$ cat config.mk
export PLATFORM = sky130hd
export DESIGN_NAME = afs_front
export DESIGN_NICKNAME = d
export VERILOG_FILES = /design/src/design/afs_pkg.sv /design/src/design/afs_front.sv
export SDC_FILE = /design/constraint.sdc
export NUM_CORES = 1
export LEC_CHECK = 0
export ABC_AREA = 1
export BUFFER_PORTS_ARGS = -buffer_cell sky130_fd_sc_hd__buf_2
export CAP_MARGIN = 30
export CORE_UTILIZATION = 60
export DETAILED_ROUTE_END_ITERATION = 10
export HOLD_SLACK_MARGIN = 0.03
export PLACE_DENSITY = 0.83
export SYNTH_ARGS = -nofsm -noshare
export SYNTH_HDL_FRONTEND = slang
export SYNTH_SLANG_ARGS = --single-unit
$ cat constraint.sdc
create_clock -name i_clk -period 14.7 [get_ports i_clk]
set_input_delay 0.735 -clock i_clk [delete_from_list [all_inputs] [get_ports i_clk]]
set_output_delay 0.735 -clock i_clk [all_outputs]
set_load 0.05 [all_outputs]
$ cat src/design/afs_pkg.sv
package afs_pkg;

    localparam int MAX_DIM     = 256;
    localparam int WFB         = 8;             // fraction bits kept for the weights
    localparam int STORE_DEPTH = 65536;
    localparam int ADDR_W      = 16;
    localparam int DIM_W       = 9;
    localparam int POS_W       = 16 + DIM_W;    // Q9.16 position, size up to 2^DIM_W-1
    localparam int SHW         = POS_W + 1;
    localparam int ROW_W       = 2 * DIM_W;
    localparam int WW          = 2 * WFB + 1;   // corner weight, up to S*S
    localparam int AWW         = 2 * WFB + 8;   // weight times alpha and its sum
    localparam int NW          = 2 * WFB + 16;  // weight times alpha times color, summed
    localparam int QW          = 8;
    localparam int FIFO_DEPTH  = 4;

    localparam logic [WFB:0]   S_ONE    = {1'b1, {WFB{1'b0}}};
    localparam logic [SHW-1:0] HALF_POS = SHW'(32768);
    localparam logic [AWW-1:0] HALF_SUM = AWW'(1) << (2 * WFB - 1);

    typedef enum logic {
        OP_LOAD   = 1'b0,
        OP_SAMPLE = 1'b1
    } t_op;

    typedef enum logic {
        CFG_WIDTH  = 1'b0,
        CFG_HEIGHT = 1'b1
    } t_cfg_reg;

    typedef struct packed {
        logic [DIM_W-1:0] p0;
        logic [DIM_W-1:0] p1;
        logic [WFB-1:0]   frac;
    } t_axis;

    // one word in the queue between front and back
    typedef struct packed {
        logic              sample;
        logic              empty;
        logic [ADDR_W-1:0] idx;
        logic [31:0]       rgba;
        t_axis             ax;
        t_axis             ay;
    } t_work;

    typedef struct packed {
        logic                    valid;
        logic                    sample;
        logic                    empty;
        logic                    zero;
        logic [7:0]              alpha;
        logic [AWW-1:0]          d;
        logic [2:0][NW-1:0]      rem;
        logic [2:0][QW-1:0]      q;
    } t_div;

    // wrap position to the two neighbor texels and the sub-texel fraction
    function automatic t_axis axis_split(input logic [POS_W-1:0] pos,
                                         input logic [DIM_W-1:0] size);
        logic [SHW-1:0]   shifted;
        logic [DIM_W:0]   whole;
        logic [DIM_W:0]   whole_m1;
        t_axis            a;
        shifted  = {1'b0, pos} + HALF_POS;
        whole    = shifted[SHW-1:16];
        whole_m1 = whole - (DIM_W + 1)'(1);
        a.frac   = shifted[15 -: WFB];
        if (whole == '0) begin
            a.p0 = size - DIM_W'(1);
            a.p1 = '0;
        end else begin
            a.p0 = whole_m1[DIM_W-1:0];
            a.p1 = (whole >= {1'b0, size}) ? '0 : whole[DIM_W-1:0];
        end
        return a;
    endfunction

endpackage

$ cat src/design/afs_front.sv
module afs_front (
    input  logic                           i_clk,
    input  logic                           i_rst_n,
    input  logic                           i_in_valid,
    output logic                           o_in_stall,
    input  logic                           i_op,
    input  logic [afs_pkg::ADDR_W-1:0]     i_texel_index,
    input  logic [31:0]                    i_rgba,
    input  logic signed [31:0]             i_coord_u,
    input  logic signed [31:0]             i_coord_v,
    input  logic [afs_pkg::DIM_W-1:0]      i_width,
    input  logic [afs_pkg::DIM_W-1:0]      i_height,
    input  logic                           i_q_full,
    output logic                           o_q_push,
    output afs_pkg::t_work                 o_q_data
);
    import afs_pkg::*;

    logic              f_adv;
    logic              r_f1_valid;
    logic              r_f1_sample;
    logic              r_f1_empty;
    logic [ADDR_W-1:0] r_f1_idx;
    logic [31:0]       r_f1_rgba;
    logic [POS_W-1:0]  r_f1_posu;
    logic [POS_W-1:0]  r_f1_posv;
    logic              r_f2_valid;
    t_work             r_f2_item;
    t_work             n_f2_item;

    assign f_adv      = !r_f2_valid || !i_q_full;
    assign o_in_stall = !f_adv;
    assign o_q_push   = r_f2_valid && !i_q_full;
    assign o_q_data   = r_f2_item;

    always_ff @(posedge i_clk) begin
        if (!i_rst_n) begin
            r_f1_valid <= 1'b0;
            r_f2_valid <= 1'b0;
        end else if (f_adv) begin
            r_f1_valid <= i_in_valid;
            r_f2_valid <= r_f1_valid;
        end
    end

    // stage 1: scale the wrapped fractions by the texture size
    always_ff @(posedge i_clk) begin
        if (f_adv) begin
            r_f1_sample <= (i_op == OP_SAMPLE);
            r_f1_empty  <= (i_width == '0) || (i_height == '0);
            r_f1_idx    <= i_texel_index;
            r_f1_rgba   <= i_rgba;
            r_f1_posu   <= POS_W'({{DIM_W{1'b0}}, i_coord_u[15:0]} * {16'b0, i_width});
            r_f1_posv   <= POS_W'({{DIM_W{1'b0}}, i_coord_v[15:0]} * {16'b0, i_height});
            r_f2_item   <= n_f2_item;
        end
    end

    always_comb begin
        n_f2_item.sample = r_f1_sample;
        n_f2_item.empty  = r_f1_empty;
        n_f2_item.idx    = r_f1_idx;
        n_f2_item.rgba   = r_f1_rgba;
        n_f2_item.ax     = axis_split(r_f1_posu, i_width);
        n_f2_item.ay     = axis_split(r_f1_posv, i_height);
    end
endmodule

# After elaboration in Yosys (flattened, before gate mapping)
# Index checks and enable logic that the tools add are counted.
# W data, S select, Z words.
# classes
addsub,6
n_mux,4
n_lt_le_gt_ge,2
mul,2
n_reduce_logical,12
# ops
cell,n
$add A25 B16 Y26 const B,2
$mul A16 B9 Y25,2
$mux W18,2
$sub A9 B1 Y9 const B,4
$ge A10 B9 Y1,2
$logic_not A10 Y1,2
$logic_not A9 Y1,2
$mux W9,2
$reduce_or A2 Y1,2
$logic_not A1 Y1,3
$logic_or A1 B1 Y1,2
$logic_and A1 B1 Y1,1
# word_totals
regBits,204
word_cells,44
inputBits,135
output_inout_bits,104

# Longest topological paths before layout
# depth
ltp_word,4
depth_mapped,22
depth_no_buf,21

# Worst setup path before layout
# Ideal clock, no wire load.
# synth_timing
kind,input to register
from,input i_q_full
to,register r_f1_valid
setup_ns,0.164
path_slack_ns,7.757
path_buffers,0
required_time_ns,14.536
path_stages,4
arrival_ns,6.780
cell_sequence,nand2_1 > inv_1 > o21ai_0 > a21oi_1
# synth_via
elab_chain_len,2
# synth_rtl
element,line_no,rtl
start: declaration,afs_front.sv:13,"input logic i_q_full,"
$logic_not A1 Y1,afs_front.sv:31,assign f_adv = !r_f2_valid || !i_q_full;
$logic_or A1 B1 Y1,afs_front.sv:31,
end signal: assignment,afs_front.sv:41,r_f1_valid <= i_in_valid;
end: declaration,afs_front.sv:20,logic r_f1_valid;
# No other way between the ends.
# A chain may end at the register's enable or synchronous reset.

# Final worst setup path
# layout_timing
from,input i_height[0] (netlist name)
to,register r_f1_posv[22] (data pin)
# layout_via
elab_chain_len,1
# layout_rtl
element,line_no,rtl
start: declaration,afs_front.sv:12,"input logic [afs_pkg::DIM_W-1:0] i_height,"
$mul A16 B9 Y25,afs_front.sv:54,"r_f1_posv <= POS_W'({{DIM_W{1'b0}}, i_coord_v[15:0]} * {16'b0, i_height});"
end signal: assignment,afs_front.sv:54,
end: declaration,afs_front.sv:26,logic [POS_W-1:0] r_f1_posv;
# No other way between the ends.

==> reports/metrics.cfg <==
[floorplanning]
dieArea_um2 = 29000
start_util_pct = 61.1
coreArea_um2 = 27800
design.portCount = 239
rows = 61
die_w_um = 170
die_h_um = 170

[clock_network]
cts_max_path_buffers = 2
cts_htree_levels = 4
post_cts_buffers = 0
clkSinkCount = 188
clkLatencyLatePin_ns = 0.43
clk_pin_slew_ns = 0.07
ctsResizeCount = 0
clock-root-buffer = clkbuf_16
cts_tree = done
numCtsBuffers = 17
cts_hold_buf = 0

[routing]
firstDrtPassIters = 6
drtAntennaViolNets = 0
first_iter_violations = 1018
vias = 12800
wire_per_inst_um = 15.3
drc = 0
finalWirelength_um = 37700
avgViaCountPerCell = 5.20

[global_route]
grt-busiest-layer = met2
grt_use_met1_pct = 34.8
grt_antenna_before_repair = 1
globalRouteMet2Util_pct = 46.6
grt_use_met3_pct = 5.07
grt_max_degree = 87
grt_overflow_total = 0
grtUsageTotal_pct = 27.0
first_global_vias = 12800
grt_pass1_wl_um = 61300

[sta]
drv_slew = 0
period_minus_slack_ns = 4.84
setup_tns_ns = 0
fmax_ghz = 0.207
timing.final.crit_share_pct = 32.9
finalSetupViolCount = 0
hold_violations = 0
fin_skew_ns = 0.00783
worst_pin_slew_ns = 1.02
grt_setup_unrepaired = no
relSlewSlack_pct = 31.9

[job]
maxCapViolCount = 0

[worst_setup_path]
crit_cells = 17
rrSetupSlack_ns = 11.63
worstSetupEndpoint = r_f1_posv[22]
crit_type = input port to flip-flop
path_max_fanout = 18
start_kind = input port
crit_arrival_ns = 5.01
reg2reg_depth = 16
cp_num_buf_inv = 5
timing.rr.start = r_f1_posu[15]
cp_data_required_time_ns = 14.87
endpoint_kind = flip-flop
r2r_end = o_q_data[47]
cpPeakStageDelay_ns = 0.57
crit_chain = buf_2, nand2_1, fa_1, inv_1, fa_1, fa_1, inv_1, fa_1, inv_1, ha_1, a21oi_1, inv_1, o21ai_0, nand2_1, a21oi_1, o21ai_0, xor2_1
crit_family = adder cells
cp-startpoint = i_height[0]
slowest_stage = fa_1

[layout]
area_growth_pct = 11.0
layout.nets = 2505
final_util_pct = 67.8
drive_above_1_share_pct = 13.4

[synthesis]
ys.warnings.count = 0
synth-seq-cells = 188
synth_compound_area_share_pct = 3.89
netlist_area_um2 = 17000
synth_cells = 1918
yosys.area_share.xor_xnor_pct = 1.76
synth_cell_types = 46
synth_fa_ha_area_share_pct = 30.8
synth-simple-area-share_pct = 17.7
synth_top_family_by_area = adder cells
syn_nets = 2353
muxShareOfSynthArea_pct = 0
avgSynthCellArea_um2 = 8.85
ys_seq_area_share_pct = 33.2

[placed_design]
hpwl_um = 29600
port_buffers = 206
gp_congestion = 0.922

[power_and_ir_drop]
p_leak_nw = 10.5
ir_drop_mv = 0.0955
power_density_nw_per_um2 = 196

[worst_hold_path]
hold_path_class = flip-flop to flip-flop

[outcome]
status = complete, no violations

-- layout make-up --
| type | count | area (um2) |
|---|---|---|
| Timing Repair Buffer | 208 | 1050 |
| Tap cell | 378 | 473 |
| Antenna cell | 2 | 5.00 |
| Inverter | 489 | 1840 |
| Multi-Input combinational cell | 1166 | 9200 |
| Clock buffer | 17 | 425 |
| Fill cell | 2198 | 8960 |
| Clock inverter | 14 | 214 |
| Sequential cell | 188 | 5630 |
-- metal layers --
metal	share of wire, %	up-vias
li1	-	6087
met1	41	6147
met2	49	513
met3	8.7	56
met4	1.6	2
met5	0.035	-
-- cell families after synthesis --
family / Yosys count
AOI/OAI and AO/OA: 117
DFF: 188
buffers and inverters: 564
adders and majority gates: 300
and+or+nand+nor: 715
xor gates and xnor gates: 34
-- worst min-delay path by stage --
stage | slack (ns) | from | cells past startpoint | end
4_1_cts | 0.41 | r_f1_rgba[25] | 0 | o_q_data[77]
3_3_place_gp | 0.40 | r_f1_rgba[29] | 0 | o_q_data[81]
3_5_place_dp | 0.40 | r_f1_idx[7] | 0 | o_q_data[91]
6_report | 0.41 | r_f1_idx[7] | 0 | o_q_data[91]
5_1_grt | 0.42 | r_f1_idx[7] | 0 | o_q_data[91]
2_1_floorplan | 0.40 | r_f1_posv[8] | 0 | o_q_data[0]
-- worst reg2reg max path, stage by stage (launching register included) --
cell	delay [ns]
edfxtp_1	0.42
ha_1	0.24
nand3_1	0.15
nor2_1	0.22
nand2_1	0.09
nand2_2	0.13
nand2_2	0.08
nor2_4	0.24
nand2_1	0.26
nor2_1	0.16
inv_1	0.05
nand2_1	0.13
inv_1	0.09
ha_1	0.22
nand2_1	0.11
nor2_2	0.06
xor2_1	0.15
-- cell usage after synthesis, drive strengths merged --
library cell  count  area share, %
a21oi            55            1.6
xor2             23            1.2
nand4            18           0.66
xnor2            11           0.57
o21ai            32           0.94
nand2           520             12
or2               1          0.037
nand3b            2          0.088
o2111ai           1          0.052
nor2             93            2.5
o31ai             1          0.044
buf              15           0.52
edfxtp          186             33
a211oi            3           0.13
ha              104            7.7
a31oi             6           0.22
a21boi            1          0.044
o211ai            1          0.044
o21bai            5           0.22
nor4              5           0.18
clkbuf           60            1.3
o31a              1          0.052
a41oi             1          0.052
clkinv            1          0.022
nor3             11           0.32
nand3            65            2.1
inv             488             11
a31o              1          0.052
fa              196             23
dfxtp             2           0.24
a21o              3           0.13
o21a              4           0.18
o221ai            1          0.052
o41ai             1          0.052
-- report_power, final --
group / internal, W / switching, W / leakage, nW
Clock: 0.000301 / 0.000189 / 0.313
Sequential: 0.000842 / 0.0000651 / 1.98
Combinational: 0.000734 / 0.00156 / 8.16
Total: 0.00188 / 0.00181 / 10.5
-- placed cells by master (no fill, tap or decap), types with 3 or more instances in the layout --
master and instances:
nand2_1 502, inv_1 487, buf_2 206, fa_1 196
edfxtp_1 186, ha_1 104, nor2_1 79, nand3_1 59
a21oi_1 55, o21ai_0 31, xor2_1 23, nand4_1 18
clkbuf_16 17, nand2_2 16, nor3_1 11, xnor2_1 11
nor2_2 7, nor2_4 6, a31oi_1 6, nand3_2 5
o21bai_1 5, nor4_1 5, bufinv_16 5, o21a_1 4
a21o_1 3, a211oi_1 3, clkinv_2 3
-- flip-flops by register name, summed over array words and instances (netlist names) --
| register | count |
|---|---|
| r_f2_valid | 1 |
| r_f1_idx | 16 |
| r_f1_valid | 1 |
| o_q_data | 102 |
| r_f1_rgba | 32 |
| r_f1_sample | 1 |
| r_f1_posv | 17 |
| r_f1_empty | 1 |
| r_f1_posu | 17 |
-- metrics by stage --
step                      setup WS [ns]  power, W  cell area, um2  hold WS, ns  cells
after global routing               9.63   0.00401           18800        0.418   2460
final                              9.86   0.00369           18800        0.410   2462
after floorplan                    7.76   0.00267           17000        0.400   1918
after detailed placement           9.43   0.00319           18200        0.405   2429
after global placement             9.51   0.00311           18200        0.400   2429
after CTS                          9.88   0.00369           18800        0.412   2460
(Power assumes the default switching activity.)
