[src/design/afs_pkg.sv]
package afs_pkg;

    localparam int MAX_DIM     = 256;
    localparam int WFB         = 8;             // fraction bits kept for the weights
    localparam int STORE_DEPTH = 65536;
    localparam int ADDR_W      = 16;
    localparam int DIM_W       = 9;
    localparam int POS_W       = 16 + DIM_W;    // Q9.16 position, size up to 2^DIM_W-1
    localparam int SHW         = POS_W + 1;
    localparam int ROW_W       = 2 * DIM_W;
    localparam int WW          = 2 * WFB + 1;   // corner weight, up to S*S
    localparam int AWW         = 2 * WFB + 8;   // weight times alpha and its sum
    localparam int NW          = 2 * WFB + 16;  // weight times alpha times color, summed
    localparam int QW          = 8;
    localparam int FIFO_DEPTH  = 4;

    localparam logic [WFB:0]   S_ONE    = {1'b1, {WFB{1'b0}}};
    localparam logic [SHW-1:0] HALF_POS = SHW'(32768);
    localparam logic [AWW-1:0] HALF_SUM = AWW'(1) << (2 * WFB - 1);

    typedef enum logic {
        OP_LOAD   = 1'b0,
        OP_SAMPLE = 1'b1
    } t_op;

    typedef enum logic {
        CFG_WIDTH  = 1'b0,
        CFG_HEIGHT = 1'b1
    } t_cfg_reg;

    typedef struct packed {
        logic [DIM_W-1:0] p0;
        logic [DIM_W-1:0] p1;
        logic [WFB-1:0]   frac;
    } t_axis;

    // one word in the queue between front and back
    typedef struct packed {
        logic              sample;
        logic              empty;
        logic [ADDR_W-1:0] idx;
        logic [31:0]       rgba;
        t_axis             ax;
        t_axis             ay;
    } t_work;

    typedef struct packed {
        logic                    valid;
        logic                    sample;
        logic                    empty;
        logic                    zero;
        logic [7:0]              alpha;
        logic [AWW-1:0]          d;
        logic [2:0][NW-1:0]      rem;
        logic [2:0][QW-1:0]      q;
    } t_div;

    // wrap position to the two neighbor texels and the sub-texel fraction
    function automatic t_axis axis_split(input logic [POS_W-1:0] pos,
                                         input logic [DIM_W-1:0] size);
        logic [SHW-1:0]   shifted;
        logic [DIM_W:0]   whole;
        logic [DIM_W:0]   whole_m1;
        t_axis            a;
        shifted  = {1'b0, pos} + HALF_POS;
        whole    = shifted[SHW-1:16];
        whole_m1 = whole - (DIM_W + 1)'(1);
        a.frac   = shifted[15 -: WFB];
        if (whole == '0) begin
            a.p0 = size - DIM_W'(1);
            a.p1 = '0;
        end else begin
            a.p0 = whole_m1[DIM_W-1:0];
            a.p1 = (whole >= {1'b0, size}) ? '0 : whole[DIM_W-1:0];
        end
        return a;
    endfunction

endpackage

[src/design/afs_fifo.sv]
module afs_fifo (
    input  logic           i_clk,
    input  logic           i_rst_n,
    input  logic           i_push,
    input  afs_pkg::t_work i_data,
    input  logic           i_pop,
    output afs_pkg::t_work o_data,
    output logic           o_full,
    output logic           o_empty
);
    import afs_pkg::*;

    localparam int PW = $clog2(FIFO_DEPTH);
    localparam int CW = $clog2(FIFO_DEPTH + 1);

    t_work           r_mem [FIFO_DEPTH];
    logic [PW-1:0]   r_wr_ptr;
    logic [PW-1:0]   r_rd_ptr;
    logic [CW-1:0]   r_count;
    logic [CW-1:0]   n_count;

    assign o_full  = (r_count == CW'(FIFO_DEPTH));
    assign o_empty = (r_count == '0);
    assign o_data  = r_mem[r_rd_ptr];

    always_comb begin
        n_count = r_count;
        if (i_push && !i_pop) begin
            n_count = r_count + CW'(1);
        end else if (i_pop && !i_push) begin
            n_count = r_count - CW'(1);
        end
    end

    always_ff @(posedge i_clk) begin
        if (!i_rst_n) begin
            r_wr_ptr <= '0;
            r_rd_ptr <= '0;
            r_count  <= '0;
        end else begin
            r_count <= n_count;
            if (i_push) begin
                r_wr_ptr <= r_wr_ptr + PW'(1);
            end
            if (i_pop) begin
                r_rd_ptr <= r_rd_ptr + PW'(1);
            end
        end
    end

    always_ff @(posedge i_clk) begin
        if (i_push) begin
            r_mem[r_wr_ptr] <= i_data;
        end
    end
endmodule

[config.mk]
export PLATFORM = sky130hd
export DESIGN_NAME = afs_fifo
export DESIGN_NICKNAME = d
export VERILOG_FILES = /design/src/design/afs_pkg.sv /design/src/design/afs_fifo.sv
export SDC_FILE = /design/constraint.sdc
export NUM_CORES = 1
export LEC_CHECK = 0
export BUFFER_PORTS_ARGS = -buffer_cell sky130_fd_sc_hd__buf_2
export CORE_MARGIN = 10
export CORE_UTILIZATION = 45
export CTS_CLUSTER_SIZE = 8
export DETAILED_ROUTE_END_ITERATION = 12
export SYNTH_ARGS = -nofsm -noshare
export SYNTH_HDL_FRONTEND = slang
export SYNTH_SLANG_ARGS = --single-unit
[constraint.sdc]
create_clock -name i_clk -period 4.5 [get_ports i_clk]
set_clock_uncertainty 0.15 [all_clocks]
set_input_delay 0.9 -clock i_clk [delete_from_list [all_inputs] [get_ports i_clk]]
set_output_delay 0.9 -clock i_clk [all_outputs]
set_load 0.005 [all_outputs]
# Word-level counts from Yosys, hierarchy flattened

Memories as Yosys holds them, arrays and structs flattened. A register that Yosys moved wholly into a read port is not among the register bits.
Cells that the tools add are included.

Add/sub/neg operators: 4
Equality and inequality tests: 1
Multiplexer cells: 6
Reductions and logical operators: 6

Operators by type and width:

| cell                                             | count |
|---|---|
| two-way mux 3 bit                                | 2 |
| adder 2 x 1 -> 2 bit, second input constant      | 2 |
| two-way mux 2 bit                                | 2 |
| adder 3 x 1 -> 3 bit, second input constant      | 1 |
| equality test 3 bit, second input constant       | 1 |
| zero test 3 bit                                  | 1 |
| subtractor 3 x 1 -> 3 bit, second input constant | 1 |
| logical AND 1 bit                                | 2 |
| zero test 1 bit                                  | 2 |
| two-way mux 1 bit                                | 2 |
| nonzero test 2 bit                               | 1 |

Output and inout port bits: 104
Memories: 1
Register bits after elaboration: 7
Input bits: 106
RAM bits: 408

Memories:

| memory | words | width | read ports | clocked after Yosys merged registers in | write ports | RTL line       | RTL |
|---|---|---|---|---|---|---|---|
| r_mem  | 4     | 102   | 1          | 1                                       | 1           | afs_fifo.sv:16 | `t_work r_mem [FIFO_DEPTH];` |

# Longest topological paths before layout

Gate-level depths: netlist of run 1.

Depth in word-level cells: 4
Depth in mapped cells: 7

# Worst setup path after synthesis of run 1

Ideal clock, no wire load.

Kind: input to register
Start point: input port i_push
End point: memory r_mem[0][0] (netlist bit), enable pin
Setup time: 0.472 ns
Buffers on the path: 0
Stages on the path: 1
Path slack: 0.624 ns
Data required time: 3.878 ns
Arrival time: 3.253 ns
Path through: and2_1

Word-level cells in the longest chain between the ends: 2

RTL lines:

| item                                    | RTL line       | RTL |
|---|---|---|
| start, declared                         | afs_fifo.sv:4  | `input logic i_push,` |
| two-way mux 1 bit                       | afs_fifo.sv:52 | `if (i_push) begin` |
| two-way mux 1 bit (not written as such) | afs_fifo.sv:53 | `r_mem[r_wr_ptr] <= i_data;` |
| end, declared                           | afs_fifo.sv:16 |  |

Every way passes these cells.

==> metrics.txt, run 1 <==
status finished, final reports clean; I/O pins 210; vias per inst 5.36; Synth Area per Inst 26.4 sq um; RD Place Congestion 0.716; Slew HR 42.8%; hold slack final 0.375 ns; Worst Path Arrival 2.44 ns; pin count of the biggest net entering global routing 79; Worst path max stage delay 0.88 ns; post-synthesis net count 687; Setup crit end kind primary output; setup violators final 0; drt drc 0; Post-Route Utilization 55.0%; WP data required 3.45 ns; Pre-antenna DRT Iters 4; Worst-Margin Slew 0.859 ns; Synth Register Bits 417; FMAX 286 MHz; RSZ-0062 raised after global routing no; post-route insts no fill 1305; distinct cell type count after synthesis 20; Die Ht 204 um; number of global-route vias before repair 7852; Filler cells 2577; share of the yosys chip area belonging to registers 82.0%; Ys Warns 0; latest clock arrival within the worst-skew pair 0.56 ns; Worst-path clk slew 0.05 ns; Pins Over Slew Limit 0; mapped cell area 15200 sq um; Max FO, Critical Path 52; post-CTS setup buffers 0; sequential fraction of design power 50.0%; GR Overflow Total 0; Post-CTS Hold Buffers 0; Placed Cells 1226; number of routed nets with antenna violations 0; Port Buf Inserts 209; minimum clock period 3.49 ns; Worst Setup Path Type register to primary output; CTS resizes 0; deepest clock path buffer count 3; share of layout cells above drive strength 1 46.3%; overall routing resource usage 15.0%; cts bufs inserted 58; maximum vdd drop 0.349 mV; worst hold path class register to register; DIE AREA 41400 sq um; initial antenna violation count 6; clock power share 41.8%; pwr dens 494 nW/um^2; first-pass GRT wire length 47.4 mm; area grow syn2layout 21.1%; final worst path period share 77.6%; row count 67; setup TNS 0 ns; Final Net Count 950; core area 33400 sq um; final hold violation count 0; # Max-Cap Violations 0; critical path, cell by cell buf_4 > mux4_2 > buf_2; Detail Placement HPWL 18.9 mm; Chip Width 204 um; Starting Density 45.4%; combinational share of power 8.2%; Critical Path Source Type register; P_leak 6.20 nW; CTS tree yes; H-tree depth 2; cell count after synthesis 575; P_sw 1.86 mW; worst setup margin 1.01 ns; worst setup slack after placement 1.53 ns; WL final 30.6 mm; Int Power 7.22 mW; Crit-path slowest cell dfxtp_4; clock sink count 417; switching share of power 20.5%; Starting DRT DRC Count 402; Vias 7000; WL per Instance 23.5 um; Root Driver clkbuf_16
## logic make-up (layout without fill, tap and decap cells)
family,count (synthesis),count (layout),share of synthesized area [%]
adders and majority gates,6,6,0.545
and+or+nand+nor,15,15,0.603
AOI/OAI and AO/OA,2,2,0.0825
buffers and inverters,26,304,1.17
DFF,417,417,82.0
muxes,104,104,15.3
other,0,4,0
xor gates and xnor gates,5,5,0.289
## final cells by class
class | count | area, sq um | share of cell area, %
Sequential cell | 417 | 12400 | 67.8
Inverter | 4 | 15.0 | 0.0818
Clock inverter | 1 | 8.76 | 0.0477
Timing Repair Buffer | 225 | 1190 | 6.49
Antenna cell | 4 | 10.0 | 0.0545
Multi-Input combinational cell | 132 | 2560 | 13.9
Tap cell | 448 | 561 | 3.05
Clock buffer | 74 | 1580 | 8.58
## synthesized netlist by cell type
| master | count | area, sq um |
|---|---|---|
| fa_1 | 1 | 20.0 |
| and2_1 | 9 | 56.3 |
| inv_1 | 4 | 15.0 |
| mux4_2 | 102 | 2300 |
| dfxtp_1 | 9 | 180 |
| nor3_1 | 1 | 5.00 |
| o21ai_0 | 1 | 5.00 |
| nor2b_1 | 2 | 12.5 |
| mux2i_1 | 2 | 20.0 |
| clkbuf_1 | 3 | 11.3 |
| xor2_1 | 3 | 26.3 |
| a21boi_0 | 1 | 7.51 |
| buf_6 | 9 | 101 |
| nand2_1 | 1 | 3.75 |
| or3_1 | 1 | 6.26 |
| ha_1 | 5 | 62.6 |
| nor3b_1 | 1 | 7.51 |
| xnor2_1 | 2 | 17.5 |
| edfxtp_1 | 408 | 12300 |
| buf_2 | 10 | 50.1 |
## path summary, 6_finish.rpt
kind / from / end / slack (ns) / cells after the start
worst max register to register: r_wr_ptr[0] / r_mem[0][5] / 2.21 / 4
worst max-delay path: register / o_data[88] / 1.01 / 3
worst min register to register: r_count[2] / r_count[2] / 0.37 / 2
worst min-delay path: r_count[2] / r_count[2] / 0.37 / 2
## placed cells by master (no fill, tap or decap)
| cell | instances |
|---|---|
| diode_2 | 4 |
| or3_1 | 1 |
| o21ai_0 | 1 |
| buf_4 | 14 |
| nor2b_1 | 2 |
| inv_1 | 4 |
| mux2i_1 | 2 |
| nor3_1 | 1 |
| nand2_1 | 1 |
| ha_1 | 5 |
| clkbuf_1 | 13 |
| fa_1 | 1 |
| mux4_2 | 102 |
| xor2_1 | 3 |
| a21boi_0 | 1 |
| and2_1 | 5 |
| nor3b_1 | 1 |
| edfxtp_1 | 408 |
| buf_12 | 2 |
| dfxtp_4 | 2 |
| clkbuf_16 | 61 |
| and2_4 | 4 |
| dfxtp_1 | 7 |
| xnor2_1 | 2 |
| buf_2 | 209 |
| clkinv_4 | 1 |
## stage by stage
| step | power [mW] | instance area (sq um) |
|---|---|---|
| CTS | 9.22 | 18300 |
| finish | 9.08 | 18400 |
| detailed placement | 5.38 | 16800 |
| global placement | 5.35 | 16800 |
| floorplan | 5.02 | 15200 |
| global route | 9.45 | 18300 |
## power groups by stage
stage | sequential, mW | combinational [mW] | clock, mW
after detailed placement | 4.62 | 0.767 | 0
after global routing | 4.55 | 0.817 | 4.08
after global placement | 4.60 | 0.751 | 0
after CTS | 4.55 | 0.770 | 3.91
after floorplan | 4.59 | 0.431 | 0
final | 4.54 | 0.740 | 3.79
## metal layers
layer | routed length [um] | track usage [%]
met5 | 45 | 0
met4 | 541 | 4.13
met3 | 2420 | 5.58
met2 | 15300 | 24.4
met1 | 12300 | 18.4
## registers in the layout, indices dropped and copies added, names as in the netlist, named ones only
signal / flops
r_mem: 408
r_count: 3
r_rd_ptr: 2
r_wr_ptr: 2
## critical path, delay by kind of cell, from the launching register on
family / cells / cell delay (ns)
mux: 1 / 0.37
flops: 1 / 0.88
buf+inv: 2 / 0.62
Power figures use the tool's default switching activity.
==> run 2: changes to the inputs <==
- PLACE_DENSITY: default -> 0.67
- clock period: 4.5 -> 3 ns (I/O delays scaled with it)
==> run 2 against run 1 <==
Final area rose by 0.92%. Clock power is 49% higher. Via count down 2.2%. Critical path type unchanged.
==> metrics.txt, run 2 (synthesis gave the netlist of run 1 again) <==
status finished, final reports clean; final worst path period share 93.1%; biggest regs r_mem: 408 flops, r_count: 3 flops; minimum clock period 2.79 ns; Worst Path Arrival 2.04 ns (-0.40 ns); Pre-antenna DRT Iters 4 (unchanged); P_leak 6.25 nW (+0.75%); Worst-path clk slew 0.05 ns (about the same); combinational share of power 8.6% (+0.4 points); final hold violation count 0 (unchanged); Detail Placement HPWL 18.3 mm (-2.9%); Root Driver clkbuf_16; setup violators final 0 (unchanged); DIE AREA 41400 sq um (unchanged); I/O pins 210 (unchanged); worst hold path class input port to register; most frequent cells in the layout 408 x edfxtp_1, 209 x buf_2, 102 x mux4_2; area grow syn2layout 22.2%; Critical Path Source Type register; CTS resizes 0 (unchanged); H-tree depth 2 (unchanged); Starting DRT DRC Count 452 (+12%); deepest clock path buffer count 3 (unchanged); RR Startpoint r_wr_ptr[1]; clock sink count 417 (unchanged); R2R Setup Slk 1.20 ns (-1.01 ns); worst setup slack after placement 0.648 ns (-0.877 ns); initial antenna violation count 7 (+1); number of global-route vias before repair 7675 (-2.3%); pin count of the biggest net entering global routing 57 (-28%); cts bufs inserted 58 (unchanged); RD Place Congestion 0.699 (-2.3%); RSZ-0062 raised after global routing no; share of layout cells above drive strength 1 46.5% (+0.24 points); Max FO, Critical Path 51 (-1.9%); post-CTS setup buffers 0 (unchanged); Post-CTS Hold Buffers 0 (unchanged); reg-to-reg endpoint r_mem[1][66]; Die Ht 204 um (unchanged); WL per Instance 22.7 um (-3.1%); Starting Density 45.4% (unchanged); vias per inst 5.23 (-2.5%); hold path start i_data[23]; FMAX 358 MHz; number of routed nets with antenna violations 0 (unchanged); Hold Path Stages 1 (-1); Worst-Margin Slew 0.391 ns (-0.468 ns); Final Net Count 953 (+0.32%); Worst Setup Path Type register to primary output; Chip Width 204 um (unchanged); first-pass GRT wire length 45.6 mm (-3.8%); Setup crit end kind primary output; Port Buf Inserts 209 (unchanged); core area 33400 sq um (unchanged); P_sw 2.82 mW (+52%); clock power share 41.5% (-0.3 points); Reg area 12400 sq um (unchanged); maximum vdd drop 0.522 mV (+50%); sequential fraction of design power 49.9% (about the same); Pins Over Slew Limit 0 (unchanged); commonest non-fill, non-tap cell in the layout edfxtp_1; latest clock arrival within the worst-skew pair 0.56 ns (about the same); area of the multi-input gates 2560 sq um (unchanged); Filler cells 2526 (-2.0%); # Max-Cap Violations 0 (unchanged); Int Power 10.8 mW (+49%); Top reg by flops r_mem; row count 67 (unchanged); GR Overflow Total 0 (unchanged); WP data required 2.25 ns (-1.20 ns); max reg flops 408 (unchanged); setup TNS 0 ns (unchanged); CTS tree yes; Slew HR 74.0% (+31 points); pwr dens 734 nW/um^2 (+48%); switching share of power 20.7% (+0.26 points); worst setup margin 0.208 ns (-0.801 ns); drt drc 0 (unchanged); WL final 29.8 mm (-2.8%); Vias 6847 (-2.2%); WHS Endpoint r_mem[0][23]; overall routing resource usage 14.3% (-0.70 points); reg2reg path depth 4 (unchanged)
run 2: critical path: stages, from the launching register on:
cell,delay (ns)
dfxtp_4,0.53
buf_12,0.31
mux4_2,0.40
buf_2,0.15
run 2: cell type report:
cell class	count	area share (%)
Tap cell	448	3.03
Inverter	4	0.0810
Timing Repair Buffer	228	7.43
Clock inverter	3	0.223
Multi-Input combinational cell	132	13.8
Clock buffer	71	8.21
Sequential cell	417	67.1
Antenna cell	6	0.0810
run 2: how the worst max path moves through the flow:
stage	cells after the start	slack [ns]	startpoint	to
finish	3	0.21	register	o_data[36]
global route	3	0.11	register	o_data[46]
CTS	3	0.16	register	o_data[46]
detailed placement	7	0.65	i_push	r_count[2]
global placement	3	0.76	register	o_data[46]
floorplan	1	0.55	i_push	r_mem[1][0]
run 2: metal layers:
metal  vias to the layer above  wire length [um]  track usage, %
met5                         -                47               0
met1                      3566             12100            18.1
met2                       220             14700            22.7
met4                         6               480            4.56
met3                        47              2450            4.90
li1                       3008                 -               -
run 2: stage by stage:
stage	hold WS [ns]	utilization [%]	instances	instance area, sq um	power [mW]
finish	0.0928	55.5	1309	18500	13.6
detailed placement	0.401	50.8	1229	16900	8.11
global route	0.0789	55.5	1304	18500	14.1
global placement	0.351	50.8	1229	16900	8.08
floorplan	0.322	-	575	15200	7.52
CTS	0.0625	55.5	1303	18500	13.8
run 2: power by group through the flow:
stage          sequential, mW  clock, mW  combinational [mW]
4_1_cts                  6.78       5.79                1.22
3_5_place_dp             6.89          0                1.22
5_1_grt                  6.80       6.02                1.29
6_report                 6.78       5.63                1.17
3_3_place_gp             6.88          0                1.20
2_1_floorplan            6.87          0               0.648
==> run 3: changes to the inputs <==
- PLACE_DENSITY: 0.67 -> default
- clock period: 3 -> 2.9 ns (I/O delays scaled with it)
==> run 3 against run 2 <==
Power is 3.1% higher. Utilization shrank 0.097 points. Hold slack got worse by 0.015 ns. Count of clock-buffer cells in the layout shrank 1. Sequential share of layout area up 0.12 points. Critical path type unchanged. Largest cell class unchanged. Largest power group unchanged.
==> metrics.txt, run 3 (synthesis gave the netlist of run 1 again) <==
commonest non-fill, non-tap cell in the layout edfxtp_1; clock sink count 417 (unchanged); RSZ-0062 raised after global routing no; hold path start i_data[95]; area grow syn2layout 22.0%; Starting DRT DRC Count 409 (-9.5%); number of global-route vias before repair 7843 (+2.2%); Vias 6884 (+0.54%); area of the multi-input gates 2560 sq um (unchanged); WL per Instance 23.9 um (+5.3%); pin count of the biggest net entering global routing 56 (-1.8%); most frequent cells in the layout 408 x edfxtp_1, 209 x buf_2, 102 x mux4_2; CTS resizes 0 (unchanged); Pre-antenna DRT Iters 4 (unchanged); WL final 31.4 mm (+5.4%); Port Buf Inserts 209 (unchanged); Final Net Count 959 (+0.63%); biggest regs r_mem: 408 flops, r_count: 3 flops; setup TNS 0 ns (unchanged); Die Ht 204 um (unchanged); DIE AREA 41400 sq um (unchanged); Worst Setup Path Type register to primary output; final worst path period share 95.5%; Crit-path slowest cell mux4_2; RR Startpoint r_wr_ptr[0]; Chip Width 204 um (unchanged); row count 67 (unchanged); Root Driver clkbuf_16; reg-to-reg endpoint r_mem[3][100]; Worst-path clk slew 0.05 ns (about the same); FMAX 361 MHz; Setup crit end kind primary output; drt drc 0 (unchanged); minimum clock period 2.77 ns; Reg area 12400 sq um (unchanged); Detail Placement HPWL 20.1 mm (+9.8%); pwr dens 758 nW/um^2 (+3.3%); vias per inst 5.25 (+0.46%); P_leak 6.26 nW (+0.16%); I/O pins 210 (unchanged); Critical Path Source Type register; initial antenna violation count 6 (-1); Slew HR 70.7% (-3.2 points); reg2reg path depth 3 (-1); Post-CTS Hold Buffers 0 (unchanged); RD Place Congestion 0.711 (+1.8%); Top reg by flops r_mem; core area 33400 sq um (unchanged); overall routing resource usage 15.1% (+0.89 points); critical path, cell by cell buf_4 > mux4_2 > buf_2; deepest clock path buffer count 3 (unchanged); Hold Path Stages 1 (unchanged); Pins Over Slew Limit 0 (unchanged); first-pass GRT wire length 47.7 mm (+4.6%); H-tree depth 2 (unchanged); R2R Setup Slk 0.97 ns (-0.23 ns); share of layout cells above drive strength 1 46.9% (+0.31 points); Filler cells 2538 (+0.48%); status finished, final reports clean; WHS Endpoint r_mem[2][95]; cts bufs inserted 58 (unchanged); Max FO, Critical Path 11 (-78%); latest clock arrival within the worst-skew pair 0.56 ns (about the same); setup violators final 0 (unchanged); Worst Path Arrival 2.04 ns (about the same); maximum vdd drop 0.592 mV (+13%); WP data required 2.17 ns (-0.08 ns); Worst path max stage delay 0.57 ns (+0.04 ns); total power 14.0 mW (+3.1%); CTS tree yes; number of routed nets with antenna violations 0 (unchanged); max reg flops 408 (unchanged); Worst-Margin Slew 0.439 ns (+0.0486 ns); GR Overflow Total 0 (unchanged); # Max-Cap Violations 0 (unchanged); final hold violation count 0 (unchanged); worst hold path class input port to register; Starting Density 45.4% (unchanged)
run 3: area by class of cell:
cell class	count	area share, %
flip-flops and latches	417	67.3
repair buffers	234	7.46
clock buffers	70	8.21
well taps	448	3.03
multi-input cells	132	13.8
diodes	2	0.0271
clock inverters	3	0.108
inverters	4	0.0812
run 3: metrics by stage:
step                      setup WS, ns  instance area (sq um)  utilization, %  instances  hold WS [ns]
final                            0.131                  18500            55.4       1310        0.0776
after floorplan                  0.467                  15200               -        575         0.322
after global routing           0.00359                  18500            55.4       1308        0.0543
after CTS                       0.0270                  18500            55.3       1307        0.0486
after global placement           0.490                  16900            50.7       1232         0.333
after detailed placement         0.471                  16900            50.7       1232         0.376
run 3: critical path, delay by kind of cell, from the launching register on:
family	cells	cell delay, ns
flops	1	0.46
mux	1	0.57
buf+inv	2	0.44
run 3: worst max-delay path by stage:
stage               startpoint     endpoint  slack [ns]
CTS                   register   o_data[24]        0.03
global placement      register   o_data[41]        0.49
floorplan               i_push  r_mem[1][0]        0.47
detailed placement    register   o_data[41]        0.47
finish                register   o_data[81]        0.13
global route          register   o_data[81]       0.004
run 3: metal layers:
layer  vias up  global-route usage (%)  share of wire (%)
met5         -                       0               0.17
met4         8                    3.97                1.3
met3        43                    5.93                8.6
met2       219                    24.3                 50
met1      3593                    19.0                 40
li1       3021                       -                  -
run 3: power breakdown:
part           total (mW)  switching (mW)  leakage (nW)  internal [mW]
registers            7.02          0.0842          3.82           6.94
logic                1.23           0.620          1.69          0.611
clock network        5.76            2.18         0.746           3.58
run 3: timing repair:
| action | in CTS | in global routing |
|---|---|---|
| setup buffers | 2 | 1 |
| hold endpoints to repair | 0 | 0 |
| setup endpoints to repair | 88 | 2 |
| cloned | 0 | 0 |
